File: src/rtl/itp_pkg.sv
package itp_pkg;

  // Default operator stack depth
  localparam int STACK_DEPTH_DEFAULT = 16;

  // Command queue between front and back; depth must be a power of two
  localparam int QUEUE_DEPTH = 2;
  localparam int QUEUE_AW    = $clog2(QUEUE_DEPTH);

  // ASCII characters of interest
  localparam logic [7:0] CH_ZERO   = 8'h30;
  localparam logic [7:0] CH_NINE   = 8'h39;
  localparam logic [7:0] CH_DOT    = 8'h2E;
  localparam logic [7:0] CH_SPACE  = 8'h20;
  localparam logic [7:0] CH_PLUS   = 8'h2B;
  localparam logic [7:0] CH_MINUS  = 8'h2D;
  localparam logic [7:0] CH_STAR   = 8'h2A;
  localparam logic [7:0] CH_SLASH  = 8'h2F;
  localparam logic [7:0] CH_LPAREN = 8'h28;
  localparam logic [7:0] CH_RPAREN = 8'h29;
  localparam logic [7:0] CH_NONE   = 8'h00;

  // Operator codes held on the stack
  localparam logic [2:0] OP_OPEN   = 3'd0;
  localparam logic [2:0] OP_PLUS   = 3'd1;
  localparam logic [2:0] OP_MINUS  = 3'd2;
  localparam logic [2:0] OP_TIMES  = 3'd3;
  localparam logic [2:0] OP_DIVIDE = 3'd4;

  // Result status codes
  localparam logic [2:0] ST_OK    = 3'd0;
  localparam logic [2:0] ST_BAD   = 3'd1;
  localparam logic [2:0] ST_CLOSE = 3'd2;
  localparam logic [2:0] ST_OPEN  = 3'd3;
  localparam logic [2:0] ST_OVER  = 3'd4;

  // Command kinds sent from front to back
  localparam logic [2:0] K_NUM   = 3'd0;
  localparam logic [2:0] K_SPACE = 3'd1;
  localparam logic [2:0] K_BAD   = 3'd2;
  localparam logic [2:0] K_OPEN  = 3'd3;
  localparam logic [2:0] K_CLOSE = 3'd4;
  localparam logic [2:0] K_OP    = 3'd5;
  localparam logic [2:0] K_END   = 3'd6;

  typedef struct packed {
    logic [7:0] in_char;
    logic       end_of_expr;
  } in_item_t;

  typedef struct packed {
    logic       has_char;
    logic [7:0] out_char;
    logic       last;
    logic [2:0] status;
  } out_item_t;

  typedef struct packed {
    logic [2:0] kind;
    logic [7:0] ch;
    logic [2:0] code;
    logic       close_num;
  } cmd_t;

  function automatic logic [7:0] op_char(input logic [2:0] code);
    logic [7:0] c;
    case (code)
      OP_PLUS:   c = CH_PLUS;
      OP_MINUS:  c = CH_MINUS;
      OP_TIMES:  c = CH_STAR;
      OP_DIVIDE: c = CH_SLASH;
      default:   c = CH_LPAREN;
    endcase
    return c;
  endfunction

  function automatic logic [1:0] op_rank(input logic [2:0] code);
    logic [1:0] r;
    case (code)
      OP_PLUS, OP_MINUS:  r = 2'd1;
      OP_TIMES, OP_DIVIDE: r = 2'd2;
      default:            r = 2'd0;
    endcase
    return r;
  endfunction

endpackage

File: src/rtl/itp_front.sv
module itp_front (
  input  logic             clk,
  input  logic             rst,
  input  logic             item_valid,
  output logic             item_stall,
  input  itp_pkg::in_item_t item,
  output logic             cmd_valid,
  input  logic             cmd_stall,
  output itp_pkg::cmd_t    cmd
);
  import itp_pkg::*;

  logic in_number;
  logic is_num;

  assign cmd_valid  = item_valid;
  assign item_stall = cmd_stall;

  assign is_num = (item.in_char >= CH_ZERO && item.in_char <= CH_NINE) ||
                  item.in_char == CH_DOT;

  always_comb begin
    cmd.ch        = item.in_char;
    cmd.code      = OP_OPEN;
    cmd.close_num = in_number && !(is_num && !item.end_of_expr);
    if (item.end_of_expr) begin
      cmd.kind = K_END;
    end else if (is_num) begin
      cmd.kind = K_NUM;
    end else begin
      case (item.in_char)
        CH_SPACE:  cmd.kind = K_SPACE;
        CH_LPAREN: cmd.kind = K_OPEN;
        CH_RPAREN: cmd.kind = K_CLOSE;
        CH_PLUS: begin
          cmd.kind = K_OP;
          cmd.code = OP_PLUS;
        end
        CH_MINUS: begin
          cmd.kind = K_OP;
          cmd.code = OP_MINUS;
        end
        CH_STAR: begin
          cmd.kind = K_OP;
          cmd.code = OP_TIMES;
        end
        CH_SLASH: begin
          cmd.kind = K_OP;
          cmd.code = OP_DIVIDE;
        end
        default:   cmd.kind = K_BAD;
      endcase
    end
  end

  // Track an open number across transfers
  always_ff @(posedge clk) begin
    if (rst) begin
      in_number <= 1'b0;
    end else if (item_valid && !item_stall) begin
      in_number <= is_num && !item.end_of_expr;
    end
  end

endmodule

File: src/rtl/itp_queue.sv
module itp_queue (
  input  logic          clk,
  input  logic          rst,
  input  logic          wr_valid,
  output logic          wr_stall,
  input  itp_pkg::cmd_t wr_data,
  output logic          rd_valid,
  input  logic          rd_stall,
  output itp_pkg::cmd_t rd_data
);
  import itp_pkg::*;

  cmd_t                entries [QUEUE_DEPTH];
  logic [QUEUE_AW-1:0] wr_ptr;
  logic [QUEUE_AW-1:0] rd_ptr;
  logic [QUEUE_AW:0]   fill;
  logic                wr_go;
  logic                rd_go;

  assign wr_stall = fill == (QUEUE_AW + 1)'(QUEUE_DEPTH);
  assign rd_valid = fill != '0;
  assign rd_data  = entries[rd_ptr];
  assign wr_go    = wr_valid && !wr_stall;
  assign rd_go    = rd_valid && !rd_stall;

  always_ff @(posedge clk) begin
    if (rst) begin
      wr_ptr <= '0;
      rd_ptr <= '0;
      fill   <= '0;
    end else begin
      if (wr_go) begin
        wr_ptr <= wr_ptr + 1'b1;
      end
      if (rd_go) begin
        rd_ptr <= rd_ptr + 1'b1;
      end
      if (wr_go && !rd_go) begin
        fill <= fill + 1'b1;
      end else if (rd_go && !wr_go) begin
        fill <= fill - 1'b1;
      end
    end
  end

  always_ff @(posedge clk) begin
    if (wr_go) begin
      entries[wr_ptr] <= wr_data;
    end
  end

endmodule

File: src/rtl/itp_back.sv
module itp_back #(
  parameter int STACK_DEPTH = itp_pkg::STACK_DEPTH_DEFAULT
) (
  input  logic              clk,
  input  logic              rst,
  input  logic              cmd_valid,
  output logic              cmd_stall,
  input  itp_pkg::cmd_t     cmd,
  output logic              result_valid,
  input  logic              result_stall,
  output itp_pkg::out_item_t result
);
  import itp_pkg::*;

  localparam int CNT_W = $clog2(STACK_DEPTH + 1);
  localparam int IDX_W = $clog2(STACK_DEPTH);

  logic [2:0]       stack_mem [STACK_DEPTH];
  logic [CNT_W-1:0] count;
  logic [CNT_W-1:0] count_next;
  logic [CNT_W-1:0] top_pos;
  logic [2:0]       top;
  logic             sp_done;
  logic             pend_valid;
  logic [7:0]       pend_char;
  logic             open_seen;

  logic       out_free;
  logic       need_sp;
  logic       stk_full;
  logic       stk_empty;
  logic       top_open;
  logic       go;
  logic       fin;
  logic       fin_generic;
  logic       fin_end;
  logic [2:0] fin_status;
  logic       push;
  logic       pop;
  logic [2:0] push_code;
  logic       prod;
  logic [7:0] prod_char;
  logic       open_hit;
  logic       send;
  out_item_t  send_item;

  assign out_free  = !result_valid || !result_stall;
  assign need_sp   = cmd.close_num && !sp_done;
  assign stk_full  = count == CNT_W'(STACK_DEPTH);
  assign stk_empty = count == '0;
  assign top_open  = top == OP_OPEN;

  always_comb begin
    fin         = 1'b0;
    fin_generic = 1'b0;
    fin_end     = 1'b0;
    fin_status  = ST_OK;
    push        = 1'b0;
    pop         = 1'b0;
    push_code   = cmd.code;
    prod        = 1'b0;
    prod_char   = CH_SPACE;
    open_hit    = 1'b0;
    send        = 1'b0;
    send_item   = '{1'b0, CH_NONE, 1'b1, ST_OK};

    case (cmd.kind)
      K_NUM: begin
        send      = 1'b1;
        send_item = '{1'b1, cmd.ch, 1'b1, ST_OK};
        fin       = 1'b1;
      end
      K_SPACE: begin
        send      = cmd.close_num;
        send_item = '{1'b1, CH_SPACE, 1'b1, ST_OK};
        fin       = 1'b1;
      end
      K_BAD: begin
        send      = 1'b1;
        send_item = '{cmd.close_num, cmd.close_num ? CH_SPACE : CH_NONE, 1'b1, ST_BAD};
        fin       = 1'b1;
      end
      K_OPEN: begin
        push      = !stk_full;
        push_code = OP_OPEN;
        send      = cmd.close_num || stk_full;
        send_item = '{cmd.close_num, cmd.close_num ? CH_SPACE : CH_NONE, 1'b1,
                      stk_full ? ST_OVER : ST_OK};
        fin       = 1'b1;
      end
      K_OP: begin
        if (need_sp) begin
          prod = 1'b1;
        end else if (!stk_empty && !top_open && op_rank(top) >= op_rank(cmd.code)) begin
          prod      = 1'b1;
          prod_char = op_char(top);
          pop       = 1'b1;
        end else begin
          push        = !stk_full;
          fin_generic = 1'b1;
          fin_status  = stk_full ? ST_OVER : ST_OK;
        end
      end
      K_CLOSE: begin
        if (need_sp) begin
          prod = 1'b1;
        end else if (!stk_empty && !top_open) begin
          prod      = 1'b1;
          prod_char = op_char(top);
          pop       = 1'b1;
        end else begin
          // Discard the matching open, or flag a close with none
          pop         = !stk_empty;
          fin_generic = 1'b1;
          fin_status  = stk_empty ? ST_CLOSE : ST_OK;
        end
      end
      K_END: begin
        if (need_sp) begin
          prod = 1'b1;
        end else if (!stk_empty) begin
          pop       = 1'b1;
          open_hit  = top_open;
          prod      = !top_open;
          prod_char = op_char(top);
        end else begin
          fin_generic = 1'b1;
          fin_end     = 1'b1;
          fin_status  = open_seen ? ST_OPEN : ST_OK;
        end
      end
      default: begin
        fin = 1'b1;
      end
    endcase

    // Hand the held character on once the next one is known
    if (prod && pend_valid) begin
      send      = 1'b1;
      send_item = '{1'b1, pend_char, 1'b0, ST_OK};
    end

    if (fin_generic) begin
      fin = 1'b1;
      if (pend_valid) begin
        send      = 1'b1;
        send_item = '{1'b1, pend_char, 1'b1, fin_status};
      end else if (fin_status != ST_OK || fin_end) begin
        send      = 1'b1;
        send_item = '{1'b0, CH_NONE, 1'b1, fin_status};
      end
    end

    go         = cmd_valid && (!send || out_free);
    cmd_stall  = !(go && fin);
    count_next = count;
    if (go && push) begin
      count_next = count + 1'b1;
    end else if (go && pop) begin
      count_next = count - 1'b1;
    end
    top_pos = count_next - 1'b1;
  end

  always_ff @(posedge clk) begin
    if (rst) begin
      count        <= '0;
      sp_done      <= 1'b0;
      pend_valid   <= 1'b0;
      open_seen    <= 1'b0;
      result_valid <= 1'b0;
    end else begin
      if (go) begin
        count <= count_next;
        if (fin) begin
          sp_done    <= 1'b0;
          pend_valid <= 1'b0;
          open_seen  <= 1'b0;
        end else begin
          sp_done    <= 1'b1;
          pend_valid <= pend_valid || prod;
          open_seen  <= open_seen || open_hit;
        end
      end
      if (go && send) begin
        result_valid <= 1'b1;
      end else if (!result_stall) begin
        result_valid <= 1'b0;
      end
    end
  end

  // Stack storage; top holds the entry just below count
  always_ff @(posedge clk) begin
    if (go && push) begin
      stack_mem[count[IDX_W-1:0]] <= push_code;
      top                         <= push_code;
    end else begin
      top <= stack_mem[top_pos[IDX_W-1:0]];
    end
    if (go && prod) begin
      pend_char <= prod_char;
    end
    if (go && send) begin
      result <= send_item;
    end
  end

endmodule

File: src/rtl/infix_to_postfix_converter_unit.sv
// Infix to postfix converter: operator stack behind a two-entry command queue.
// A digit, '.', space, '(' or bad character is handled directly; an operator or ')'
// first emits the closing space of an open number, then pops stacked operators in
// turn; the end marker emits the space and then empties the stack entry by entry.
// Reset: synchronous; clears the stack count, number flag, queue and output.
module infix_to_postfix_converter_unit #(
  parameter int STACK_DEPTH = itp_pkg::STACK_DEPTH_DEFAULT
) (
  input  logic              clk,
  input  logic              rst,
  input  logic              item_valid,
  output logic              item_stall,
  input  itp_pkg::in_item_t item,
  output logic              result_valid,
  input  logic              result_stall,
  output itp_pkg::out_item_t result
);
  import itp_pkg::*;

  logic front_valid;
  logic front_stall;
  cmd_t front_cmd;
  logic back_valid;
  logic back_stall;
  cmd_t back_cmd;

  itp_front u_front (
    .clk        (clk),
    .rst        (rst),
    .item_valid (item_valid),
    .item_stall (item_stall),
    .item       (item),
    .cmd_valid  (front_valid),
    .cmd_stall  (front_stall),
    .cmd        (front_cmd)
  );

  itp_queue u_queue (
    .clk      (clk),
    .rst      (rst),
    .wr_valid (front_valid),
    .wr_stall (front_stall),
    .wr_data  (front_cmd),
    .rd_valid (back_valid),
    .rd_stall (back_stall),
    .rd_data  (back_cmd)
  );

  itp_back #(
    .STACK_DEPTH (STACK_DEPTH)
  ) u_back (
    .clk          (clk),
    .rst          (rst),
    .cmd_valid    (back_valid),
    .cmd_stall    (back_stall),
    .cmd          (back_cmd),
    .result_valid (result_valid),
    .result_stall (result_stall),
    .result       (result)
  );

endmodule

File: config.mk
export PLATFORM = sky130hd
export DESIGN_NAME = infix_to_postfix_converter_unit
export DESIGN_NICKNAME = d
export VERILOG_FILES = /design/src/rtl/itp_pkg.sv /design/src/rtl/itp_front.sv /design/src/rtl/itp_queue.sv /design/src/rtl/itp_back.sv /design/src/rtl/infix_to_postfix_converter_unit.sv
export SDC_FILE = /design/constraint.sdc
export NUM_CORES = 1
export LEC_CHECK = 0
export BUFFER_PORTS_ARGS = -buffer_cell sky130_fd_sc_hd__buf_2
export CAP_MARGIN = 20
export CORE_MARGIN = 5
export CORE_UTILIZATION = 55
export DETAILED_ROUTE_END_ITERATION = 8
export GPL_ROUTABILITY_DRIVEN = 1
export MAX_ROUTING_LAYER = met4
export PLACE_DENSITY_LB_ADDON = 0.2
export SLEW_MARGIN = 20
export SYNTH_ARGS = -nofsm -noshare
export SYNTH_HDL_FRONTEND = slang
export SYNTH_HIERARCHICAL = 1
export SYNTH_SLANG_ARGS = --single-unit
File: constraint.sdc
create_clock -name clk -period 8.3 [get_ports clk]
set_input_delay 0.83 -clock clk [delete_from_list [all_inputs] [get_ports clk]]
set_output_delay 0.83 -clock clk [all_outputs]
set_load 0.005 [all_outputs]
==> results.py <==
metrics = {
    "power": {
        "ir_drop_uv": 169.8,
        "p_leak_nw": 2.182,
        "powerDensity_nw_per_um2": 353.1,
    },
    "synth": {
        "synth_fp_nets": 414,
        "syn_inst": 392,
        "synth_enable_flop_cells": 95,
        "synth.most_common_cell": "edfxtp_1",
        "ys_ff_latch": 114,
        "yosys-top-cells-area": "edfxtp_1, dfxtp_1, mux4_2",
        "yosysTopAreaCellShare_pct": 53.90,
        "syn_area_sq_um": 5293,
        "synth_cell_type_count": 65,
        "synthFlopType": "edfxtp_1",
        "yosysWarnings": 6,
        "synth_area_per_cell_sq_um": 13.50,
        "seq_area_frac_synth_pct": 61.09,
        "async_flop_share_pct": 0,
        "synthTopCellsByCount": "edfxtp_1, nor2_1, nand2_1",
        "synth_top_cell_by_area": "edfxtp_1",
    },
    "final_layout": {
        "final_util_pct": 64.69,
        "seqCellArea_sq_um": 3233,
        "final_cell_area_sq_um": 6035,
        "drive_gt1_share_pct": 24.19,
        "antenna_cells": 0,
        "fillers": 680,
        "multi_input_area_sq_um": 1888,
        "final_cells": 559,
        "fin_nets": 439,
        "syn2layout_area_growth_pct": 14.02,
    },
    "timing": {
        "setup_viol": 0,
        "setup_tns_ns": 0,
        "rsz0062_at_grt": "no",
        "max_freq_mhz": 178.1,
        "clock_skew_ns": 0.005895,
        "fin_crit_ns": 5.614,
        "max_slew_margin_pct": 38.51,
        "finalMaxSlewViolations": 0,
        "worstMarginPinSlew_ns": 0.9153,
        "finalHoldViolations": 0,
        "timing.final.ws_setup_ns": 2.686,
        "period_share_pct": 67.64,
    },
    "min_path": {
        "min_path_cells": 2,
        "min_to": "u_queue/wr_ptr",
        "min_path_type": "reg -> reg",
        "hold_start": "u_queue/wr_ptr",
    },
    "die": {
        "fp.coreArea_sq_um": 9328,
        "num_io_pins": 28,
        "num_rows": 35,
        "die_h_microns": 108.1,
        "floorplan.die_area_sq_um": 11680,
        "start_util_pct": 56.74,
        "die_x_microns": 108.1,
    },
    "setup_path": {
        "critPathMaxFanout": 14,
        "r2r_slack_ns": 2.69,
        "r2r_end": "u_queue/fill[1]",
        "reg2reg_depth": 17,
        "arrival_ns": 6.06,
        "required_ns": 8.74,
        "path_class": "reg -> reg",
        "setup.worst_path.start_class": "register",
        "end_kind": "register",
    },
    "placement": {
        "dp.final_hpwl_mm": 7.061,
        "port_buffers": 27,
        "place.gp.congestion": 1.005,
        "placed_cells": 527,
        "dpl_cell_area_sq_um": 5463,
        "dpl_worst_slack_ns": 2.816,
    },
    "global_route": {
        "grt_pass1_wl_mm": 17.14,
        "antenna_found_initial": 0,
        "gr-usage-all-layers_pct": 20.31,
        "overflow": 0,
        "grt_max_degree": 17,
        "grt_pass1_vias": 3311,
    },
    "detailed_routing": {
        "ant_nets": 0,
        "first_iter_violations": 229,
        "drc": 0,
        "finalWirelength_mm": 10.54,
        "firstDrtPassIters": 4,
        "wire_per_inst_microns": 18.86,
        "vias_per_cell": 5.971,
        "vias": 3338,
    },
    "clock_tree": {
        "cts_resized": 0,
        "post_cts_buffers": 0,
        "cts_tree": "done",
        "clock_sinks": 114,
        "clock-root-buffer": "clkbuf_8",
        "cts_made_buffers": 17,
        "htreeDepth": 4,
        "cts_buffer_depth": 2,
        "hold_buffers": 0,
        "clk_pin_slew_ns": 0.06,
        "clk_latency_ns": 0.51,
    },
    "run": {
        "cap_violations": 0,
    },
    "outcome": {
        "run_status": "finished, final reports clean",
    },
}
worst max-delay path, cell delays in order, from the launching register on:
cell,delay [ns]
dfxtp_1,0.79
mux4_2,0.61
nand2_1,0.12
and4_1,0.28
nand2_1,0.07
a21o_1,0.17
ha_1,0.27
nand2b_1,0.14
a21oi_1,0.50
o21ai_0,0.20
and3_1,0.23
a211o_1,0.34
a221oi_4,0.53
o31ai_1,0.21
o21bai_1,0.24
ha_1,0.33
or3_1,0.37
a21oi_1,0.14
final cells by class:
class,instances,share of cell area (%)
clock buffers,18,6.925
flip-flops and latches,114,53.58
well taps,129,2.675
clock inverters,14,2.550
repair buffers,28,2.364
multi-input cells,246,31.29
inverters,10,0.6220
worst max path at each step:
| stage | start | end | slack, ns | cells past startpoint |
|---|---|---|---|---|
| finish | register | u_queue/fill[1] | 2.69 | 17 |
| global route | register | u_queue/fill[1] | 2.28 | 18 |
| CTS | register | u_queue/fill[1] | 2.76 | 17 |
| detailed placement | register | u_queue/fill[1] | 2.82 | 17 |
| global placement | register | u_queue/fill[1] | 2.95 | 17 |
| floorplan | register | u_queue/fill[1] | 3.67 | 19 |
where the power goes:
part,switching [mW],leakage (nW),internal (mW)
Sequential,0.0639,1.03,0.746
Combinational,0.377,0.892,0.254
Clock,0.260,0.261,0.430
layout by cell type (no fill, tap or decap), types with 10 or more instances in the layout:
master,n
a21oi_1,11
and2_1,14
and3_1,10
buf_2,27
clkbuf_16,16
dfxtp_1,19
edfxtp_1,95
inv_1,10
mux2_2,15
mux4_2,12
nand2_1,23
nor2_1,29
nor3b_1,10
cell families (layout without fill, tap and decap cells):
| logic type | count (synthesis) | after routing | share of synthesized area [%] |
|---|---|---|---|
| AOI/OAI and AO/OA | 53 | 53 | 7.376 |
| xor gates and xnor gates | 10 | 10 | 1.655 |
| adders and majority gates | 9 | 9 | 2.128 |
| buffers and inverters | 32 | 70 | 3.239 |
| DFF | 114 | 114 | 61.09 |
| muxes | 29 | 29 | 8.771 |
| and+or+nand+nor | 145 | 145 | 15.74 |
per-stage QoR:
| step | power [mW] | hold WS [ns] |
|---|---|---|
| 6_report | 2.131 | 0.4970 |
| 3_5_place_dp | 1.439 | 0.4841 |
| 5_1_grt | 2.251 | 0.5201 |
| 2_1_floorplan | 1.273 | 0.4318 |
| 3_3_place_gp | 1.424 | 0.4656 |
| 4_1_cts | 2.138 | 0.5002 |
sequential cells by signal, indices dropped and copies added (netlist names), 2 cells and up, named ones only:
signal            count
u_back/stack_mem     48
u_queue/entries      30
u_back/result        13
u_back/count          5
u_back/pend_char      4
u_queue/fill          2
metal layers:
layer / track usage [%] / share of wire, % / up-vias
met5: - / 0 / -
met4: 7.033 / 1.8 / 0
met3: 4.896 / 6.9 / 21
met2: 31.08 / 48 / 141
met1: 26.80 / 43 / 1648
li1: - / - / 1528
Note: power is estimated with default switching activity, not from simulation.
